[src/design/xebs_pkg.sv]
// Shared types, codes and prefix tables for the XML element boundary scanner.
// No dependencies; used by xebs_step and xml_element_boundary_scanner_unit.
package xebs_pkg;

  localparam int unsigned BYTE_W = 8;
  localparam int unsigned LINE_W = 32;

  typedef enum logic [1:0] {
    CLASS_PLAIN   = 2'd0,
    CLASS_COMMENT = 2'd1,
    CLASS_CDATA   = 2'd2,
    CLASS_DOCTYPE = 2'd3
  } markup_class_t;

  typedef enum logic [2:0] {
    KIND_LITERAL = 3'd0,
    KIND_TAG     = 3'd1,
    KIND_COMMENT = 3'd2,
    KIND_CDATA   = 3'd3,
    KIND_DOCTYPE = 3'd4
  } element_kind_t;

  typedef enum logic [1:0] {
    QUOTE_NONE   = 2'd0,
    QUOTE_DOUBLE = 2'd1,
    QUOTE_SINGLE = 2'd2
  } quote_t;

  // Bit positions in the live prefix candidate set.
  localparam int unsigned CAND_COMMENT = 0;
  localparam int unsigned CAND_CDATA   = 1;
  localparam int unsigned CAND_DOCTYPE = 2;

  localparam logic [BYTE_W-1:0] CH_LT     = 8'h3C;
  localparam logic [BYTE_W-1:0] CH_GT     = 8'h3E;
  localparam logic [BYTE_W-1:0] CH_LF     = 8'h0A;
  localparam logic [BYTE_W-1:0] CH_DQUOTE = 8'h22;
  localparam logic [BYTE_W-1:0] CH_SQUOTE = 8'h27;
  localparam logic [BYTE_W-1:0] CH_LBRACK = 8'h5B;
  localparam logic [BYTE_W-1:0] CH_RBRACK = 8'h5D;

  localparam logic [15:0] MARK_COMMENT = 16'h2D2D;
  localparam logic [15:0] MARK_CDATA   = 16'h5D5D;

  localparam logic signed [7:0] DEPTH_MAX = 8'sh7F;
  localparam logic signed [7:0] DEPTH_MIN = -8'sd128;

  typedef struct packed {
    logic                in_markup;
    markup_class_t       markup_class;
    logic [3:0]          prefix_position;
    logic [2:0]          prefix_candidates;
    quote_t              open_quote;
    logic signed [7:0]   bracket_depth;
    logic [15:0]         previous_two_bytes;
    logic [LINE_W-1:0]   line_counter;
  } scan_state_t;

  localparam scan_state_t STATE_RESET = '{
    in_markup:          1'b0,
    markup_class:       CLASS_PLAIN,
    prefix_position:    4'd0,
    prefix_candidates:  3'b111,
    open_quote:         QUOTE_NONE,
    bracket_depth:      8'sd0,
    previous_two_bytes: 16'h0000,
    line_counter:       {{(LINE_W-1){1'b0}}, 1'b1}
  };

  typedef struct packed {
    logic [BYTE_W-1:0] byte_out;
    logic              inside_markup;
    logic              element_start;
    logic              markup_end;
    element_kind_t     element_kind;
    logic [LINE_W-1:0] line_number;
    logic              unclosed;
    logic              final_result;
  } scan_result_t;

  function automatic logic [BYTE_W-1:0] comment_char(input logic [1:0] idx);
    logic [BYTE_W-1:0] ch;
    unique case (idx)
      2'd0:    ch = 8'h21;
      default: ch = 8'h2D;
    endcase
    return ch;
  endfunction

  function automatic logic [BYTE_W-1:0] cdata_char(input logic [2:0] idx);
    logic [BYTE_W-1:0] ch;
    unique case (idx)
      3'd0: ch = 8'h21;
      3'd1: ch = 8'h5B;
      3'd2: ch = 8'h43;
      3'd3: ch = 8'h44;
      3'd4: ch = 8'h41;
      3'd5: ch = 8'h54;
      3'd6: ch = 8'h41;
      3'd7: ch = 8'h5B;
    endcase
    return ch;
  endfunction

  // Lower-case form of "!DOCTYPE".
  function automatic logic [BYTE_W-1:0] doctype_char(input logic [2:0] idx);
    logic [BYTE_W-1:0] ch;
    unique case (idx)
      3'd0: ch = 8'h21;
      3'd1: ch = 8'h64;
      3'd2: ch = 8'h6F;
      3'd3: ch = 8'h63;
      3'd4: ch = 8'h74;
      3'd5: ch = 8'h79;
      3'd6: ch = 8'h70;
      3'd7: ch = 8'h65;
    endcase
    return ch;
  endfunction

  function automatic logic [BYTE_W-1:0] fold_case(input logic [BYTE_W-1:0] c);
    return (c >= 8'h41 && c <= 8'h5A) ? c + 8'h20 : c;
  endfunction

  function automatic logic is_blank(input logic [BYTE_W-1:0] c);
    return c == 8'h20 || c == 8'h09 || c == 8'h0A || c == 8'h0D || c == 8'h0B
        || c == 8'h0C;
  endfunction

endpackage

[src/design/xebs_step.sv]
// Per-byte scan rule: next scanner state and the result for one byte.
// Depends on xebs_pkg.
module xebs_step (
  input  xebs_pkg::scan_state_t       st,
  input  logic [7:0]                  data_byte,
  input  logic                        end_of_stream,
  output xebs_pkg::scan_state_t       st_next,
  output xebs_pkg::scan_result_t      res
);
  import xebs_pkg::*;

  always_comb begin
    scan_state_t       nxt;
    logic [2:0]        live;
    markup_class_t     sel;
    logic              sel_hit;
    logic              proceed;
    logic              closes;
    logic              start;
    quote_t            q;
    logic [3:0]        p;
    logic [15:0]       mark;
    element_kind_t     kind;

    nxt     = st;
    live    = 3'b000;
    sel     = CLASS_PLAIN;
    sel_hit = 1'b0;
    proceed = 1'b1;
    closes  = 1'b0;
    start   = 1'b0;
    q       = QUOTE_NONE;
    p       = st.prefix_position;
    mark    = MARK_COMMENT;
    kind    = KIND_LITERAL;

    if (data_byte == CH_LF && st.line_counter != {LINE_W{1'b1}}) begin
      nxt.line_counter = st.line_counter + 1'b1;
    end

    if (!st.in_markup) begin
      if (data_byte == CH_LT) begin
        nxt = STATE_RESET;
        nxt.line_counter = (data_byte == CH_LF) ? nxt.line_counter : st.line_counter;
        nxt.in_markup = 1'b1;
        start = 1'b1;
        kind  = KIND_TAG;
      end else begin
        start = (st.prefix_position == 4'd0);
        nxt.prefix_position = 4'd1;
        kind  = KIND_LITERAL;
      end
    end else begin
      // Prefix detection right after the '<'.
      if (st.markup_class == CLASS_PLAIN && st.prefix_candidates != 3'b000) begin
        if (st.prefix_candidates[CAND_COMMENT] && p < 4'd3
            && data_byte == comment_char(p[1:0])) begin
          live[CAND_COMMENT] = 1'b1;
          if (p == 4'd2) begin
            sel = CLASS_COMMENT;
            sel_hit = 1'b1;
          end
        end
        if (st.prefix_candidates[CAND_CDATA] && p < 4'd8
            && data_byte == cdata_char(p[2:0])) begin
          live[CAND_CDATA] = 1'b1;
          if (p == 4'd7) begin
            sel = CLASS_CDATA;
            sel_hit = 1'b1;
          end
        end
        if (st.prefix_candidates[CAND_DOCTYPE]) begin
          if (p < 4'd8 && fold_case(data_byte) == doctype_char(p[2:0])) begin
            live[CAND_DOCTYPE] = 1'b1;
          end else if (p == 4'd8 && (is_blank(data_byte) || data_byte == CH_GT)) begin
            sel = CLASS_DOCTYPE;
            sel_hit = 1'b1;
          end
        end
        if (sel_hit) begin
          nxt.markup_class       = sel;
          nxt.prefix_candidates  = 3'b000;
          nxt.prefix_position    = 4'd0;
          nxt.previous_two_bytes = 16'h0000;
          if (sel != CLASS_DOCTYPE) begin
            proceed = 1'b0;
          end
        end else if (live != 3'b000) begin
          nxt.prefix_candidates = live;
          nxt.prefix_position   = p + 4'd1;
          proceed = 1'b0;
        end else begin
          nxt.prefix_candidates = 3'b000;
        end
      end

      if (proceed) begin
        unique case (nxt.markup_class)
          CLASS_PLAIN: begin
            if (data_byte == CH_DQUOTE) begin
              q = QUOTE_DOUBLE;
            end else if (data_byte == CH_SQUOTE) begin
              q = QUOTE_SINGLE;
            end
            if (nxt.open_quote == QUOTE_NONE) begin
              nxt.open_quote = q;
            end else if (nxt.open_quote == q) begin
              nxt.open_quote = QUOTE_NONE;
            end
            closes = (data_byte == CH_GT) && (nxt.open_quote == QUOTE_NONE);
          end
          CLASS_COMMENT, CLASS_CDATA: begin
            mark = (nxt.markup_class == CLASS_COMMENT) ? MARK_COMMENT : MARK_CDATA;
            if (data_byte == CH_GT && nxt.prefix_position >= 4'd2
                && nxt.previous_two_bytes == mark) begin
              closes = 1'b1;
            end else begin
              nxt.previous_two_bytes = {nxt.previous_two_bytes[7:0], data_byte};
              if (nxt.prefix_position != 4'd15) begin
                nxt.prefix_position = nxt.prefix_position + 4'd1;
              end
            end
          end
          CLASS_DOCTYPE: begin
            if (data_byte == CH_GT) begin
              closes = (nxt.bracket_depth == 8'sd0);
            end else if (data_byte == CH_LBRACK && nxt.bracket_depth != DEPTH_MAX) begin
              nxt.bracket_depth = nxt.bracket_depth + 8'sd1;
            end else if (data_byte == CH_RBRACK && nxt.bracket_depth != DEPTH_MIN) begin
              nxt.bracket_depth = nxt.bracket_depth - 8'sd1;
            end
          end
        endcase
      end

      kind = element_kind_t'({1'b0, nxt.markup_class} + 3'd1);
      if (closes) begin
        nxt.markup_class       = CLASS_PLAIN;
        nxt.prefix_position    = 4'd0;
        nxt.prefix_candidates  = STATE_RESET.prefix_candidates;
        nxt.open_quote         = QUOTE_NONE;
        nxt.bracket_depth      = 8'sd0;
        nxt.previous_two_bytes = 16'h0000;
        nxt.in_markup          = 1'b0;
      end
    end

    res.byte_out      = data_byte;
    res.inside_markup = st.in_markup || (data_byte == CH_LT);
    res.element_start = start;
    res.markup_end    = closes;
    res.element_kind  = kind;
    res.line_number   = st.line_counter;
    res.unclosed      = end_of_stream && nxt.in_markup;
    res.final_result  = end_of_stream;

    st_next = end_of_stream ? STATE_RESET : nxt;
  end

endmodule

[src/design/xml_element_boundary_scanner_unit.sv]
// Top level of the XML element boundary scanner: state and result registers.
// Depends on xebs_pkg and xebs_step.
//
// Usage
//   The block takes one raw XML byte per word on the input channel
//   (in_valid/in_ready, payload data_byte and end_of_stream) and gives one
//   result word per byte on the output channel (out_valid/out_ready). Each
//   result carries the byte, whether it belongs to markup, start and end
//   marks of the element, its kind as known after that byte, the line on
//   which the byte stands, and on the final byte the unclosed flag.
//   The result of an accepted byte is offered in the cycle after it is
//   accepted. Throughput is one byte per cycle while the receiver takes
//   each result; the figure is set by the scanner state register, which
//   the per-byte rule reads and writes in the same cycle.
//   The result register decouples the two sides: a new byte is accepted
//   whenever the result register is empty or its word is taken in the same
//   cycle. If the receiver stalls, the result is held and input stops after
//   one byte; nothing is dropped or repeated.
//   Reset returns the scanner to text mode at line 1 and empties the result
//   register. A byte marked as end of stream returns the state to the same
//   values, so the next byte starts a fresh document.
module xml_element_boundary_scanner_unit (
  input  logic                    clk,
  input  logic                    rst,
  input  logic                    in_valid,
  output logic                    in_ready,
  input  logic [7:0]              data_byte,
  input  logic                    end_of_stream,
  output logic                    out_valid,
  input  logic                    out_ready,
  output logic [7:0]              byte_out,
  output logic                    inside_markup,
  output logic                    element_start,
  output logic                    markup_end,
  output logic [2:0]              element_kind,
  output logic [31:0]             line_number,
  output logic                    unclosed,
  output logic                    final_result
);
  import xebs_pkg::*;

  scan_state_t  st;
  scan_state_t  st_next;
  scan_result_t res_next;
  scan_result_t res;
  logic         in_fire;

  // The result register may be refilled in the cycle its word is taken.
  assign in_ready = !out_valid || out_ready;
  assign in_fire  = in_valid && in_ready;

  xebs_step u_step (
    .st            (st),
    .data_byte     (data_byte),
    .end_of_stream (end_of_stream),
    .st_next       (st_next),
    .res           (res_next)
  );

  // Scanner state advances only on an accepted byte.
  always_ff @(posedge clk) begin
    if (rst) begin
      st        <= STATE_RESET;
      out_valid <= 1'b0;
    end else begin
      if (in_fire) begin
        st <= st_next;
      end
      if (in_fire) begin
        out_valid <= 1'b1;
      end else if (out_ready) begin
        out_valid <= 1'b0;
      end
    end
  end

  // Payload of the result register needs no reset.
  always_ff @(posedge clk) begin
    if (in_fire) begin
      res <= res_next;
    end
  end

  assign byte_out      = res.byte_out;
  assign inside_markup = res.inside_markup;
  assign element_start = res.element_start;
  assign markup_end    = res.markup_end;
  assign element_kind  = res.element_kind;
  assign line_number   = res.line_number;
  assign unclosed      = res.unclosed;
  assign final_result  = res.final_result;

  // A closing mark only ever falls on a '>' inside markup.
  a_end_on_gt: assert property (@(posedge clk) disable iff (rst)
    out_valid && markup_end |-> inside_markup && byte_out == CH_GT)
    else $error("markup end on a byte other than a closing bracket");

  // An unclosed flag only comes with the final byte of markup.
  a_unclosed_final: assert property (@(posedge clk) disable iff (rst)
    out_valid && unclosed |-> final_result && inside_markup && !markup_end)
    else $error("unclosed flag outside the final markup byte");

  // After the final byte the scanner is back in text mode at line 1.
  a_eos_clears: assert property (@(posedge clk) disable iff (rst)
    in_fire && end_of_stream |=> !st.in_markup && st.line_counter == 32'd1)
    else $error("state not cleared after end of stream");

  // Literal bytes are never reported as markup.
  a_literal_kind: assert property (@(posedge clk) disable iff (rst)
    out_valid && element_kind == KIND_LITERAL |-> !inside_markup)
    else $error("literal kind on a markup byte");

endmodule
[config.mk]
export PLATFORM = sky130hd
export DESIGN_NAME = xml_element_boundary_scanner_unit
export DESIGN_NICKNAME = d
export VERILOG_FILES = /design/src/design/xebs_pkg.sv /design/src/design/xebs_step.sv /design/src/design/xml_element_boundary_scanner_unit.sv
export SDC_FILE = /design/constraint.sdc
export NUM_CORES = 1
export LEC_CHECK = 0
export CORE_ASPECT_RATIO = 0.6
export CORE_MARGIN = 2
export CORE_UTILIZATION = 45
export DETAILED_ROUTE_END_ITERATION = 8
export DONT_BUFFER_PORTS = 1
export HOLD_SLACK_MARGIN = 0.02
export PLACE_DENSITY = 0.67
export SLEW_MARGIN = 25
export SYNTH_ARGS = -nofsm -noshare
export SYNTH_HDL_FRONTEND = slang
export SYNTH_SLANG_ARGS = --single-unit
[constraint.sdc]
create_clock -name clk -period 7.63 [get_ports clk]
set_clock_uncertainty 0.2 [all_clocks]
set_input_delay 0.3815 -clock clk [delete_from_list [all_inputs] [get_ports clk]]
set_output_delay 0.3815 -clock clk [all_outputs]
set_load 0.05 [all_outputs]
==> flow_summary.ini <==
[outcome]
run_status = finished clean

[clocking]
ctsResizeCount = 0
cts_hold_buf = 11
cts-root-buf = clkbuf_16
numCtsBuffers = 17
clk_latency_ns = 0.42
h-tree-depth = 4
cts.reportedPaths.clkPinSlew_ns = 0.06
clkSinkCount = 129
cts_tree = built
post_cts_buffers = 0
clk_path_buf_depth = 2

[placement]
routabilityCongestion = 0.920
io_buffers = 0
dp_hpwl_um = 10700
dp_cells = 770

[power_and_ir_drop]
power.density_mw_per_mm2 = 234
leakagePower_uw = 0.00247
vdd_drop_max_v = 0.000133

[floorplan]
rows = 33
core_sq_mm = 0.0136
die_width_um = 156
initial_utilization = 0.459
die_y_um = 95.4
pin_count = 63
dieArea_sq_mm = 0.0149

[layout]
nFillCells = 1200
drive_gt1_frac = 0.102
fin_util = 0.519
syn_to_final_growth_pct = 13.0
antenna_cells = 0
finalNetCount = 661
final_cells = 813

[critical_path]
start_kind = flop
crit_buf_inv = 3
cpMaxStageDelayCell = o32a_1
reg2reg_slack_ns = 1.64
cp_max_fo = 10
cpPeakStageDelay_ns = 0.61
worst_ep_required_time_ns = 7.74
cp_top_family = compound AO/OA/AOI/OAI gates
critPathArrivalTime_ns = 6.09
path_cells = inv_1 > ha_1 > or3b_2 > a2111oi_0 > o21ai_0 > nand2_1 > o21a_1 > inv_1 > ha_1 > or3_1 > a2111oi_2 > a31oi_1 > nor3_1 > o32a_1 > a221oi_2 > o21ai_2 > inv_1 > ha_1 > mux2_1
crit_path_end_kind = flop
critical_path_class = flop to flop

[synthesis]
yosysMostFrequentCell = dfxtp_1
ys_top_cells_by_count = dfxtp_1, nor2_1, nand2_1, edfxtp_1, a21oi_1
ys_seq_elements = 129
ys.flop_type = dfxtp_1
synthDistinctLibCells = 78
syn_avg_cell_area_sq_um = 10.2
yosysSeqAreaShare = 0.489
synth_cells = 616
yosysWarningCount = 0
synth_top_area_share = 0.259
async_flop_share = 0
synth_nets = 652
yosys-top-cells-area = dfxtp_1, edfxtp_1, ha_1
yosys.area.top_type = dfxtp_1
synth_edf_count = 48
netlist_area_sq_mm = 0.00626

[route]
drc_errors = 0
vias_per_cell = 5.93
wl_per_cell_um = 18.9
vias = 4823
drtAntennaViolNets = 0
drt_iter0_drc = 343
routed_wl_um = 15400
drt_pass1_iterations = 5

[worst_hold_path]
hp-class = input port to flop

[flow_run]
maxCapViolations = 0

[timing]
setup_tns_ns = 0
maxSlewHeadroom = 0.300
grt_setup_unrepaired = false
final.period_utilization = 0.785
setup_viol = 0
period_needed_ns = 5.99
fmax_mhz = 167
hold_viol = 0
worst-slew-pin-transition_ns = 1.05
slew_violations = 0

[global_route]
grt_pass1_wl_um = 24400
grt_overflow = 0
grt_max_degree = 54
grt_pass1_vias = 4489
antenna_found_initial = 0
track_usage = 0.215
-- worst reg2reg max path: stages (launching register included) --
cell and delay (ns):
dfxtp_1 0.33, inv_1 0.14, ha_1 0.31, or3b_2 0.52
a2111oi_0 0.41, o21ai_0 0.16, nand2_1 0.28, o21a_1 0.21
inv_1 0.09, ha_1 0.22, or3_1 0.33, a2111oi_2 0.57
a31oi_1 0.15, nor3_1 0.36, o32a_1 0.61, a221oi_2 0.13
o21ai_2 0.17, inv_1 0.17, ha_1 0.24, mux2_1 0.29
-- cells in the final DEF (no fill, tap or decap), drive strengths merged, types with 4 or more instances in the layout --
cell type and instances:
o32ai 4, nand3 27, o21a 4, nor2b 4, inv 38, nor3 19, a22o 15, xnor2 27
and3 5, o21ai 18, a21o 4, and2 7, ha 22, nand4b 7, clkbuf 17, o22ai 6
nor2 59, or4 4, nor4 5, a21oi 34, nand4 16, dlygate4sd3 11, dfxtp 81, or3 14
nand2 49, xor2 18, nand3b 4, and4 5, edfxtp 48, nand2b 5, mux2i 7
-- cells by family (layout without fill, tap and decap cells) --
kind of cell | after synthesis | after routing | share of synthesized area
xor gates and xnor gates | 45 | 45 | 0.0630
adders and majority gates | 23 | 23 | 0.0472
DFF | 129 | 129 | 0.489
and+or+nand+nor | 240 | 240 | 0.204
muxes | 10 | 10 | 0.0166
buffers and inverters | 51 | 73 | 0.0364
AOI/OAI and AO/OA | 118 | 118 | 0.144
-- state kept, by name (all words and copies together), names as in the netlist, named ones only --
register,flops
markup_end,1
line_number,32
final_result,1
st,68
byte_out,8
out_valid,1
unclosed,1
element_kind,3
element_start,1
inside_markup,1
-- routing by layer --
layer / wire length [um] / global-route usage / up-vias
met5: 0 / 0 / -
met2: 6420 / 0.309 / 226
met1: 7470 / 0.314 / 2302
met4: 165 / 0.0703 / 0
met3: 1320 / 0.0564 / 22
li1: - / - / 2273
-- final timing paths --
kind / from / endpoint / cells past startpoint
worst max-delay path: st[61]$_SDFFE_PP0P_ / flop / 19
worst min-delay path: end_of_stream / unclosed$_DFFE_PP_ / 1
worst max register to register: st[61]$_SDFFE_PP0P_ / flop / 19
worst min register to register: st[47]$_SDFFE_PP0P_ / st[47]$_SDFFE_PP0P_ / 1
-- cell type report --
class                   instances  area, sq um  share of cell area
clock buffers                  17          425              0.0601
clock inverters                15          159              0.0225
inverters                      28          105              0.0149
multi-input cells             436         2980               0.421
flip-flops and latches        129         3060               0.433
well taps                     175          219              0.0309
repair buffers                 13          125              0.0177
-- where the power goes --
group | total [uW] | switching, uW | internal (uW)
Clock | 807 | 344 | 463
Combinational | 61.8 | 41.0 | 20.8
Sequential | 784 | 52.6 | 731
Total | 1650 | 438 | 1220
-- through the flow --
step / power [uW] / setup slack, ns / hold WS (ns) / cell area [sq um]
2_1_floorplan: 844 / 2.81 / 0.232 / 6260
3_3_place_gp: 851 / 2.14 / 0.252 / 6370
3_5_place_dp: 852 / 1.82 / 0.257 / 6370
4_1_cts: 1660 / 1.79 / 0.0313 / 7070
5_1_grt: 1700 / 1.25 / 0.0412 / 7080
6_report: 1650 / 1.64 / 0.0481 / 7080
Power figures use the tool's default switching activity.
